[src/rsc_pkg.sv]
`timescale 1ns / 1ps
`default_nettype none
package rsc_pkg;
    localparam int DIM_WIDTH = 20;
    localparam int EXT_WIDTH = 21;
    localparam int STRIDE_WIDTH = 40;
    localparam int OFF_WIDTH = 48;
    localparam int CFG_IDX_WIDTH = 3;
    localparam int CFG_DATA_WIDTH = 40;

    localparam logic [CFG_IDX_WIDTH-1:0] REG_COLUMNS = 3'd0;
    localparam logic [CFG_IDX_WIDTH-1:0] REG_SOURCE_ROWS = 3'd1;
    localparam logic [CFG_IDX_WIDTH-1:0] REG_PLANES = 3'd2;
    localparam logic [CFG_IDX_WIDTH-1:0] REG_BATCHES = 3'd3;
    localparam logic [CFG_IDX_WIDTH-1:0] REG_DEST_ROWS = 3'd4;
    localparam logic [CFG_IDX_WIDTH-1:0] REG_ROW_STRIDE = 3'd5;
    localparam logic [CFG_IDX_WIDTH-1:0] REG_PLANE_STRIDE = 3'd6;
    localparam logic [CFG_IDX_WIDTH-1:0] REG_BATCH_STRIDE = 3'd7;

    typedef struct packed {
        logic [DIM_WIDTH-1:0] column;
        logic [DIM_WIDTH-1:0] plane;
        logic [DIM_WIDTH-1:0] batch;
        logic                 last;
    } pos_t;

    // counter + 1 >= extent, extent clamped to [1, 2^DIM_WIDTH]
    function automatic logic at_last(input logic [DIM_WIDTH-1:0] cnt,
                                     input logic [EXT_WIDTH-1:0] ext);
        logic [EXT_WIDTH:0] lim;
        logic [EXT_WIDTH:0] nxt;
        begin
            lim = {1'b0, ext};
            if (ext == '0)
                lim = 'd1;
            else if (ext > (EXT_WIDTH+1)'(1 << DIM_WIDTH))
                lim = (EXT_WIDTH+1)'(1 << DIM_WIDTH);
            nxt = (EXT_WIDTH+1)'(cnt) + 1'b1;
            at_last = (nxt >= lim);
        end
    endfunction
endpackage
`default_nettype wire

[src/rsc_f16_conv.sv]
`timescale 1ns / 1ps
`default_nettype none
module rsc_f16_conv
    import rsc_pkg::*;
(
    input  wire logic [31:0] value_bits,
    output logic      [15:0] half
);
    logic        sgn;
    logic [7:0]  ex;
    logic [22:0] man;
    logic [23:0] mant;
    logic [4:0]  shift;
    logic [23:0] q, rem, halfway, mask;
    logic [15:0] h;
    logic [12:0] r13;

    always_comb
    begin
        sgn = value_bits[31];
        ex = value_bits[30:23];
        man = value_bits[22:0];
        mant = {1'b1, man};
        shift = '0;
        q = '0;
        rem = '0;
        halfway = '0;
        mask = '0;
        h = '0;
        r13 = man[12:0];
        if (ex == 8'hFF)
            half = (man != '0) ? {sgn, 5'h1F, 1'b1, man[21:13]} : {sgn, 15'h7C00};
        else if (ex >= 8'd143)
            half = {sgn, 15'h7C00};
        else if (ex <= 8'd112)
        begin
            // shift = 14 - (ex - 112) = 126 - ex
            if (ex == 8'd0 || ex < 8'd102)
                half = {sgn, 15'h0};
            else
            begin
                shift = 5'(8'd126 - ex);
                q = mant >> shift;
                mask = (24'd1 << shift) - 24'd1;
                rem = mant & mask;
                halfway = 24'd1 << (shift - 5'd1);
                if (rem > halfway || (rem == halfway && q[0]))
                    q = q + 24'd1;
                half = {sgn, q[14:0]};
            end
        end
        else
        begin
            h = {1'b0, 5'(ex - 8'd112), man[22:13]};
            if (r13 > 13'h1000 || (r13 == 13'h1000 && h[0]))
                h = h + 16'd1;
            half = {sgn, h[14:0]};
        end
    end
endmodule
`default_nettype wire

[config.mk]
export PLATFORM = sky130hd
export DESIGN_NAME = rsc_f16_conv
export DESIGN_NICKNAME = d
export VERILOG_FILES = /design/src/rsc_pkg.sv /design/src/rsc_f16_conv.sv
export SDC_FILE = /design/constraint.sdc
export NUM_CORES = 1
export LEC_CHECK = 0
export BUFFER_PORTS_ARGS = -buffer_cell sky130_fd_sc_hd__buf_2
export CAP_MARGIN = 15
export CORE_ASPECT_RATIO = 1.25
export CORE_UTILIZATION = 60
export DETAILED_ROUTE_END_ITERATION = 8
export PLACE_DENSITY = 0.82
export REMOVE_ABC_BUFFERS = 1
export SETUP_SLACK_MARGIN = 0.2
export SLEW_MARGIN = 10
export SYNTH_ARGS = -nofsm -noshare
export SYNTH_HDL_FRONTEND = slang
export SYNTH_SLANG_ARGS = --single-unit
[constraint.sdc]
create_clock -name vclk -period 5.5
set_input_delay 0.275 -clock vclk [all_inputs]
set_output_delay 0.275 -clock vclk [all_outputs]
set_load 0.05 [all_outputs]
==> run metrics <==
DRC viols=0; Register Area=0 µm²; family with the most delay on the worst path=simple AND/OR/NAND/NOR gates; WL per Instance=20.9 µm; Tmin final=5.20 ns; Antenna Cells=0; HP Class=input port to output port; number of global-route vias before repair=between 4000 and 5000; largest net degree at the start of global routing=37; mapped cell area=0.00381 mm²; Die H=just over 90 µm; Peak supply drop=0.0757 mV; share of cells above drive strength 1=22.8%; fmax=about 0.19 GHz; Max transition margin=36.8%; vias per inst=7.22; CP bufs+invs=5; Detailed Route WL=roughly 14000 µm; GRT overflow=0; I/O pins=48; Max-Cap Viols=0; critical path launch point type=input port; CP Class=input port to output port; CP max stage delay=0.37 ns; Seq/Total Area, Yosys=0%; most used cell along the critical path=buf_4; die area=0.00668 mm²; initial DRC count=469; WP data arrival=approximately 4.9 ns; status=complete, no violations; Cells after Synth=553; vias=4829; area fraction of the dominant cell type after synthesis=~11%; post-synth cell types=71; # rows=32; Initial Utilization=61.9%; Synth warnings=0; period utilization=94.5%; Routability Congestion=~1; cell taking the most area after synthesis=ha_1; DRT antenna net count=0; DIE WIDTH=approximately 73 µm; worst slack at placement=0.280 ns; Crit. End Element=output port; Final Max Tran Viols=0; hpwl dp=10700 µm; RSZ-0062 raised after global routing=false; Fillers=~570; clock buffers=0; core area=0.00617 mm²; FFs & Latches=0; synth top area cells=ha_1 11%, mux2i_1 7.6%, mux2_2 6.5%, nand2_1 6.3%, o21ai_0 5.1%; final setup margin=0.304 ns; P&R area growth vs syn=12.3%; final hold viol count=0; Synth top cells by count=64 x nand2_1, 41 x nor2_1, 39 x o21ai_0; WHS=~0.55 ns; # port buffers=46; worst-path fanout max=8; Synth Area per Inst=a little under 7 µm²; Lkg Pwr=~1.7 nW; Power Density=between 100 and 150 mW/mm²; initial antenna violation count=0; endpoints failing setup=0; Slowest-stage cell, CP=mux2_2; First-pass DRT Iterations=5; GRT Overall Usage=41.0%; Least-Margin Pin Slew=0.941 ns; count leader, synth=nand2_1; first-pass GRT wire length=~22000 µm; nets=around 650; required time worst endpoint=5.22 ns
## power by group
group	internal (mW)	switching [mW]	total, mW
combinational	0.213	0.344	0.557
clock	0	0	0
sequential	0	0	0
total	0.213	0.344	0.557
## layer usage
layer | vias to the layer above | share of wire [%] | global-route usage [%]
li1 | 2171 | - | -
met1 | 2261 | 37 | 48.4
met2 | 308 | 47 | 66.7
met3 | 89 | 7.9 | 7.33
met4 | 0 | 7.4 | 26.3
met5 | - | 0 | 0
## path summary, 6_finish.rpt
kind,start,end,cells past startpoint
max,value_bits[25],half[7],25
min,value_bits[31],half[15],0
## layout by cell type (no fill, tap or decap), types with 13 or more instances in the layout
cell type	count
a21oi_1	28
and2_1	13
buf_2	41
buf_4	31
ha_1	34
mux2_2	22
mux2i_1	29
nand2_1	64
nand3_1	19
nor2_1	37
nor3_1	19
o21ai_0	37
## layout make-up
class                      count  area [µm²]  share of cell area (%)
multi-input combinational    499        3660                    85.4
timing repair buffer          78         494                    11.5
tap                           85         106                    2.48
inverter                       7        26.3                   0.613
## stage by stage
| stage | setup TNS, ns | instance area [µm²] | util, % | total power [mW] | std cells |
|---|---|---|---|---|---|
| finish | 0 | 4280 | 69.5 | 0.557 | 669 |
| global route | 0 | 4280 | 69.5 | 0.595 | 669 |
| CTS | 0 | 4160 | 67.5 | 0.523 | 666 |
| detailed placement | 0 | 4160 | 67.5 | 0.520 | 666 |
| global placement | 0 | 4160 | 67.5 | 0.511 | 666 |
| floorplan | -1.31 | 3610 | - | 0.362 | 506 |
## cell families after synthesis
| kind of cell | share of synthesized area (%) |
|---|---|
| AO/OA/AOI/OAI | 28.7 |
| XOR/XNOR | 5.51 |
| adder cells (fa/ha/maj) | 11.5 |
| buffers and inverters | 6.04 |
| multiplexers | 19.1 |
| AND/OR/NAND/NOR | 29.1 |
## what timing repair did
item                       in CTS  in global routing
gates resized for setup         0                 29
hold buffers                    0                  0
hold endpoints to repair        0                  0
setup endpoints to repair       0                 15
setup buffers                   0                  3
Note: power is estimated with default switching activity, not from simulation.
