[src/rsc_pkg.sv]
`timescale 1ns / 1ps
`default_nettype none
package rsc_pkg;
    localparam int DIM_WIDTH = 20;
    localparam int EXT_WIDTH = 21;
    localparam int STRIDE_WIDTH = 40;
    localparam int OFF_WIDTH = 48;
    localparam int CFG_IDX_WIDTH = 3;
    localparam int CFG_DATA_WIDTH = 40;

    localparam logic [CFG_IDX_WIDTH-1:0] REG_COLUMNS = 3'd0;
    localparam logic [CFG_IDX_WIDTH-1:0] REG_SOURCE_ROWS = 3'd1;
    localparam logic [CFG_IDX_WIDTH-1:0] REG_PLANES = 3'd2;
    localparam logic [CFG_IDX_WIDTH-1:0] REG_BATCHES = 3'd3;
    localparam logic [CFG_IDX_WIDTH-1:0] REG_DEST_ROWS = 3'd4;
    localparam logic [CFG_IDX_WIDTH-1:0] REG_ROW_STRIDE = 3'd5;
    localparam logic [CFG_IDX_WIDTH-1:0] REG_PLANE_STRIDE = 3'd6;
    localparam logic [CFG_IDX_WIDTH-1:0] REG_BATCH_STRIDE = 3'd7;

    typedef struct packed {
        logic [DIM_WIDTH-1:0] column;
        logic [DIM_WIDTH-1:0] plane;
        logic [DIM_WIDTH-1:0] batch;
        logic                 last;
    } pos_t;

    // counter + 1 >= extent, extent clamped to [1, 2^DIM_WIDTH]
    function automatic logic at_last(input logic [DIM_WIDTH-1:0] cnt,
                                     input logic [EXT_WIDTH-1:0] ext);
        logic [EXT_WIDTH:0] lim;
        logic [EXT_WIDTH:0] nxt;
        begin
            lim = {1'b0, ext};
            if (ext == '0)
                lim = 'd1;
            else if (ext > (EXT_WIDTH+1)'(1 << DIM_WIDTH))
                lim = (EXT_WIDTH+1)'(1 << DIM_WIDTH);
            nxt = (EXT_WIDTH+1)'(cnt) + 1'b1;
            at_last = (nxt >= lim);
        end
    endfunction
endpackage
`default_nettype wire

[src/rsc_counters.sv]
`timescale 1ns / 1ps
`default_nettype none
module rsc_counters
    import rsc_pkg::*;
(
    input  wire logic                 clk,
    input  wire logic                 rst_n,
    input  wire logic                 advance,
    input  wire logic [EXT_WIDTH-1:0] columns,
    input  wire logic [EXT_WIDTH-1:0] source_rows,
    input  wire logic [EXT_WIDTH-1:0] planes,
    input  wire logic [EXT_WIDTH-1:0] batches,
    output pos_t                      pos
);
    logic [DIM_WIDTH-1:0] col_reg, row_reg, pln_reg, bat_reg;
    logic lc, lr, lp, lb;

    assign lc = at_last(col_reg, columns);
    assign lr = at_last(row_reg, source_rows);
    assign lp = at_last(pln_reg, planes);
    assign lb = at_last(bat_reg, batches);

    assign pos.column = col_reg;
    assign pos.plane  = pln_reg;
    assign pos.batch  = bat_reg;
    assign pos.last   = lc & lr & lp & lb;

    always_ff @(posedge clk or negedge rst_n)
    begin
        if (!rst_n)
        begin
            col_reg <= '0;
            row_reg <= '0;
            pln_reg <= '0;
            bat_reg <= '0;
        end
        else if (advance)
        begin
            col_reg <= lc ? '0 : col_reg + 1'b1;
            if (lc)
                row_reg <= lr ? '0 : row_reg + 1'b1;
            if (lc && lr)
                pln_reg <= lp ? '0 : pln_reg + 1'b1;
            if (lc && lr && lp)
                bat_reg <= lb ? '0 : bat_reg + 1'b1;
        end
    end
endmodule
`default_nettype wire

[config.mk]
export PLATFORM = sky130hd
export DESIGN_NAME = rsc_counters
export DESIGN_NICKNAME = d
export VERILOG_FILES = /design/src/rsc_pkg.sv /design/src/rsc_counters.sv
export SDC_FILE = /design/constraint.sdc
export NUM_CORES = 1
export LEC_CHECK = 0
export ABC_AREA = 0
export BUFFER_PORTS_ARGS = -buffer_cell sky130_fd_sc_hd__buf_2
export CAP_MARGIN = 20
export CORE_ASPECT_RATIO = 2
export CORE_MARGIN = 2
export CORE_UTILIZATION = 61
export DETAILED_ROUTE_END_ITERATION = 8
export PLACE_DENSITY = 0.9
export SETUP_SLACK_MARGIN = 0.15
export SYNTH_ARGS = -nofsm -noshare
export SYNTH_HDL_FRONTEND = slang
export SYNTH_SLANG_ARGS = --single-unit
export TNS_END_PERCENT = 30
[constraint.sdc]
create_clock -name clk -period 8 [get_ports clk]
set_input_delay 0.4 -clock clk [delete_from_list [all_inputs] [get_ports clk]]
set_output_delay 0.4 -clock clk [all_outputs]
set_load 0.05 [all_outputs]
==> metrics.txt <==
Reg2Reg Depth 14; GR Util All Layers between 30% and 40%; dominant synthesized flop cell dfrtp_1; mux share of post-synthesis cell area 0.2950%; Max Fanout on Critical Path 17; Critical Path AT 4800 ps; Vias around 7300; cell leakage power about 4.3 nW; Clk pin slew, worst setup/hold paths 60 ps; Sequential Area 0.002002 mm^2; pre-CTS WS 2924 ps; Area Growth Syn to Fin 15.58%; Num Clock Sinks 80; initial antenna violation count 0; Die Wd 80.88 um; Synth Area in Simple Gates 26.34%; main combinational cell family by area after synthesis simple AND/OR/NAND/NOR gates; Worst Max-Slew Pin Slew 1039 ps; vias in the first global route 7253; r2r setup slk about 2800 ps; Rows 56; asr flop ratio synth 100.0%; Remaining DRCs 0; Seq/Total Area, Yosys 27.76%; library cells used by synthesis 66; Root Buffer clkbuf_16; Max Slew Vio Count 0; standard cell core area 0.01163 mm^2; GPL Wtd Cong ~0.98; minimum clock period 5198 ps; clk_skew 7.815 ps; post-synthesis compound-gate area fraction 19.61%; xor and xnor area share after synthesis 7.652%; DRT Pass-1 Iters 5; Port Buf Inserts approximately 150; Syn Nets 1056; type of the worst setup path reg -> out; Hold Violations, Final 0; post-cts resize count 0; Core Util, Final approximately 72%; Vias/cell 6.295; ant diodes 0; Critical Path End Type output port; H-tree depth 3; first-pass GRT wire length 32820 um; setup_tns 0 ps; Setup crit start kind flip-flop; Initial Util 61.99%; Skew-Pair Late Insertion Delay around 340 ps; grt ovf 0; Synth Area in Adders between 10% and 20%; worst path cell trace ha_1, nand3_1, nor2_1, and4_1, nand2_1, nor3_1, xor2_1, ha_1, nand3_1, or4_1, a311oi_2, nor2_1, buf_4, nor4_1, buf_2; most frequent cells in the layout nand2_1 (176), buf_2 (146), ha_1 (88), dfrtp_1 (80), o21ai_0 (56); Max clock buf depth 2; Syn Inst Count 881; Layout fillers 954; Avg Inst Size Synth 8.185 um^2; Synth warnings 0; most common cell after layout, fill and taps aside nand2_1; slowest stage cell on the critical path or4_1; Max-Slew Margin vs Limit between 30% and 40%; Netlist Area Pre-Place 0.007211 mm^2; CTS buffer count 9; number of flops mapped to enable cells by yosys 0; status finished, final reports clean; post-synthesis register bit count 80; 1st-iter DRT viols 596; Die Y 157.8 um; area taken by multi-input logic gates between 0.005 and 0.006 mm^2; peak supply drop around 210 uV; reg2reg start col_reg[0]; fraction of layout cells with a size suffix above 1 18.09%; Power Dens Cells 148.5 mW/mm^2; Detailed Place HPWL 15810 um; die area 0.01276 mm^2; unrepaired setup endpoints after global routing false; maximum clock rate 192.4 MHz; WL/cell 17.46 um; routed wire length about 20000 um; FF-to-FF End pln_reg[4]; fin worst setup slack 2802 ps; net count reported at finish 1188; endpoints failing setup 0; Tightest Hold Check Type in -> async; Antenna Nets Post-Route 0; CP required 7600 ps; CTS tree yes; max-cap violation count 0; Ports 148; max incr delay on CP 570 ps; largest net degree at the start of global routing 78; Tcrit/Tclk final 64.97%
## synth_stat cells, types with 13 or more instances
cell type | instances | area share [%]
a22o_1 | 26 | 3.2
dfrtp_1 | 80 | 28
nand2_1 | 176 | 9.2
inv_1 | 19 | 0.99
nor2b_1 | 13 | 1.1
a21o_1 | 17 | 1.8
nor4_1 | 24 | 2.1
nand4_1 | 17 | 1.5
ha_1 | 88 | 15
a21oi_1 | 24 | 1.7
nor2_1 | 47 | 2.4
nand3_1 | 50 | 3.5
xnor2_1 | 30 | 3.6
o21ai_0 | 56 | 3.9
nor3_1 | 18 | 1.2
clkbuf_1 | 19 | 0.99
xor2_1 | 33 | 4.0
and3_1 | 17 | 1.5
## layer usage
metal | share of wire [%] | global-route usage, %
met5 | 0 | 0
met4 | 7.3 | 22.52
met3 | 4.9 | 5.758
met2 | 53 | 59.43
met1 | 35 | 33.05
## stage by stage
| stage | instance area [um^2] | hold slack, ps | power, W | std cells |
|---|---|---|---|---|
| 5_1_grt | 8334 | 383.4 | 0.001309 | 1162 |
| 4_1_cts | 8307 | 385.5 | 0.001237 | 1161 |
| 3_3_place_gp | 8021 | 196.0 | 0.0008401 | 1145 |
| 3_5_place_dp | 8021 | 197.7 | 0.0008505 | 1145 |
| 6_report | 8334 | 392.3 | 0.001238 | 1162 |
| 2_1_floorplan | 7211 | 104.4 | 0.0007355 | 881 |
## repair_timing
item,4_1_cts,5_1_grt
hold buffers,1,0
hold endpoints to repair,3,0
setup buffers,0,0
## power breakdown
part / switching [W] / leakage, nW / internal (W)
logic: 0.000236 / 3.06 / 0.000143
clock network: 0.000159 / 0.128 / 0.000226
registers: 0.0000419 / 1.07 / 0.000431
total: 0.000438 / 4.26 / 0.000800
## cell families after synthesis
kind of cell | Yosys count
AOI/OAI and AO/OA | 200
xor gates and xnor gates | 63
adders and majority gates | 88
buffers and inverters | 51
DFF | 80
muxes | 2
and+or+nand+nor | 397
## worst max-delay path by stage
stage	from	to	depth (start not counted)
final	bat_reg[0]	pos[0]	15
after global routing	col_reg[0]	bat_reg[14]	15
after CTS	bat_reg[0]	pos[0]	15
after detailed placement	col_reg[0]	pln_reg[4]	14
after global placement	col_reg[0]	pln_reg[7]	15
after floorplan	bat_reg[0]	pos[0]	15
## critical path, delay by kind of cell (launching register included)
kind / cells / cell delay, ps
and+or+nand+nor: 9 / 2180
xor gates and xnor gates: 1 / 350
AOI/OAI and AO/OA: 1 / 400
DFF: 1 / 480
adders and majority gates: 2 / 480
buffers and inverters: 2 / 550
## area by class of cell
cell class	instances	area share (%)
Clock buffer	13	3.123
Clock inverter	2	0.1802
Inverter	20	0.9008
Multi-Input combinational cell	750	60.02
Sequential cell	80	24.02
Tap cell	145	2.177
Timing Repair Buffer	152	9.578
(Power assumes the default switching activity.)
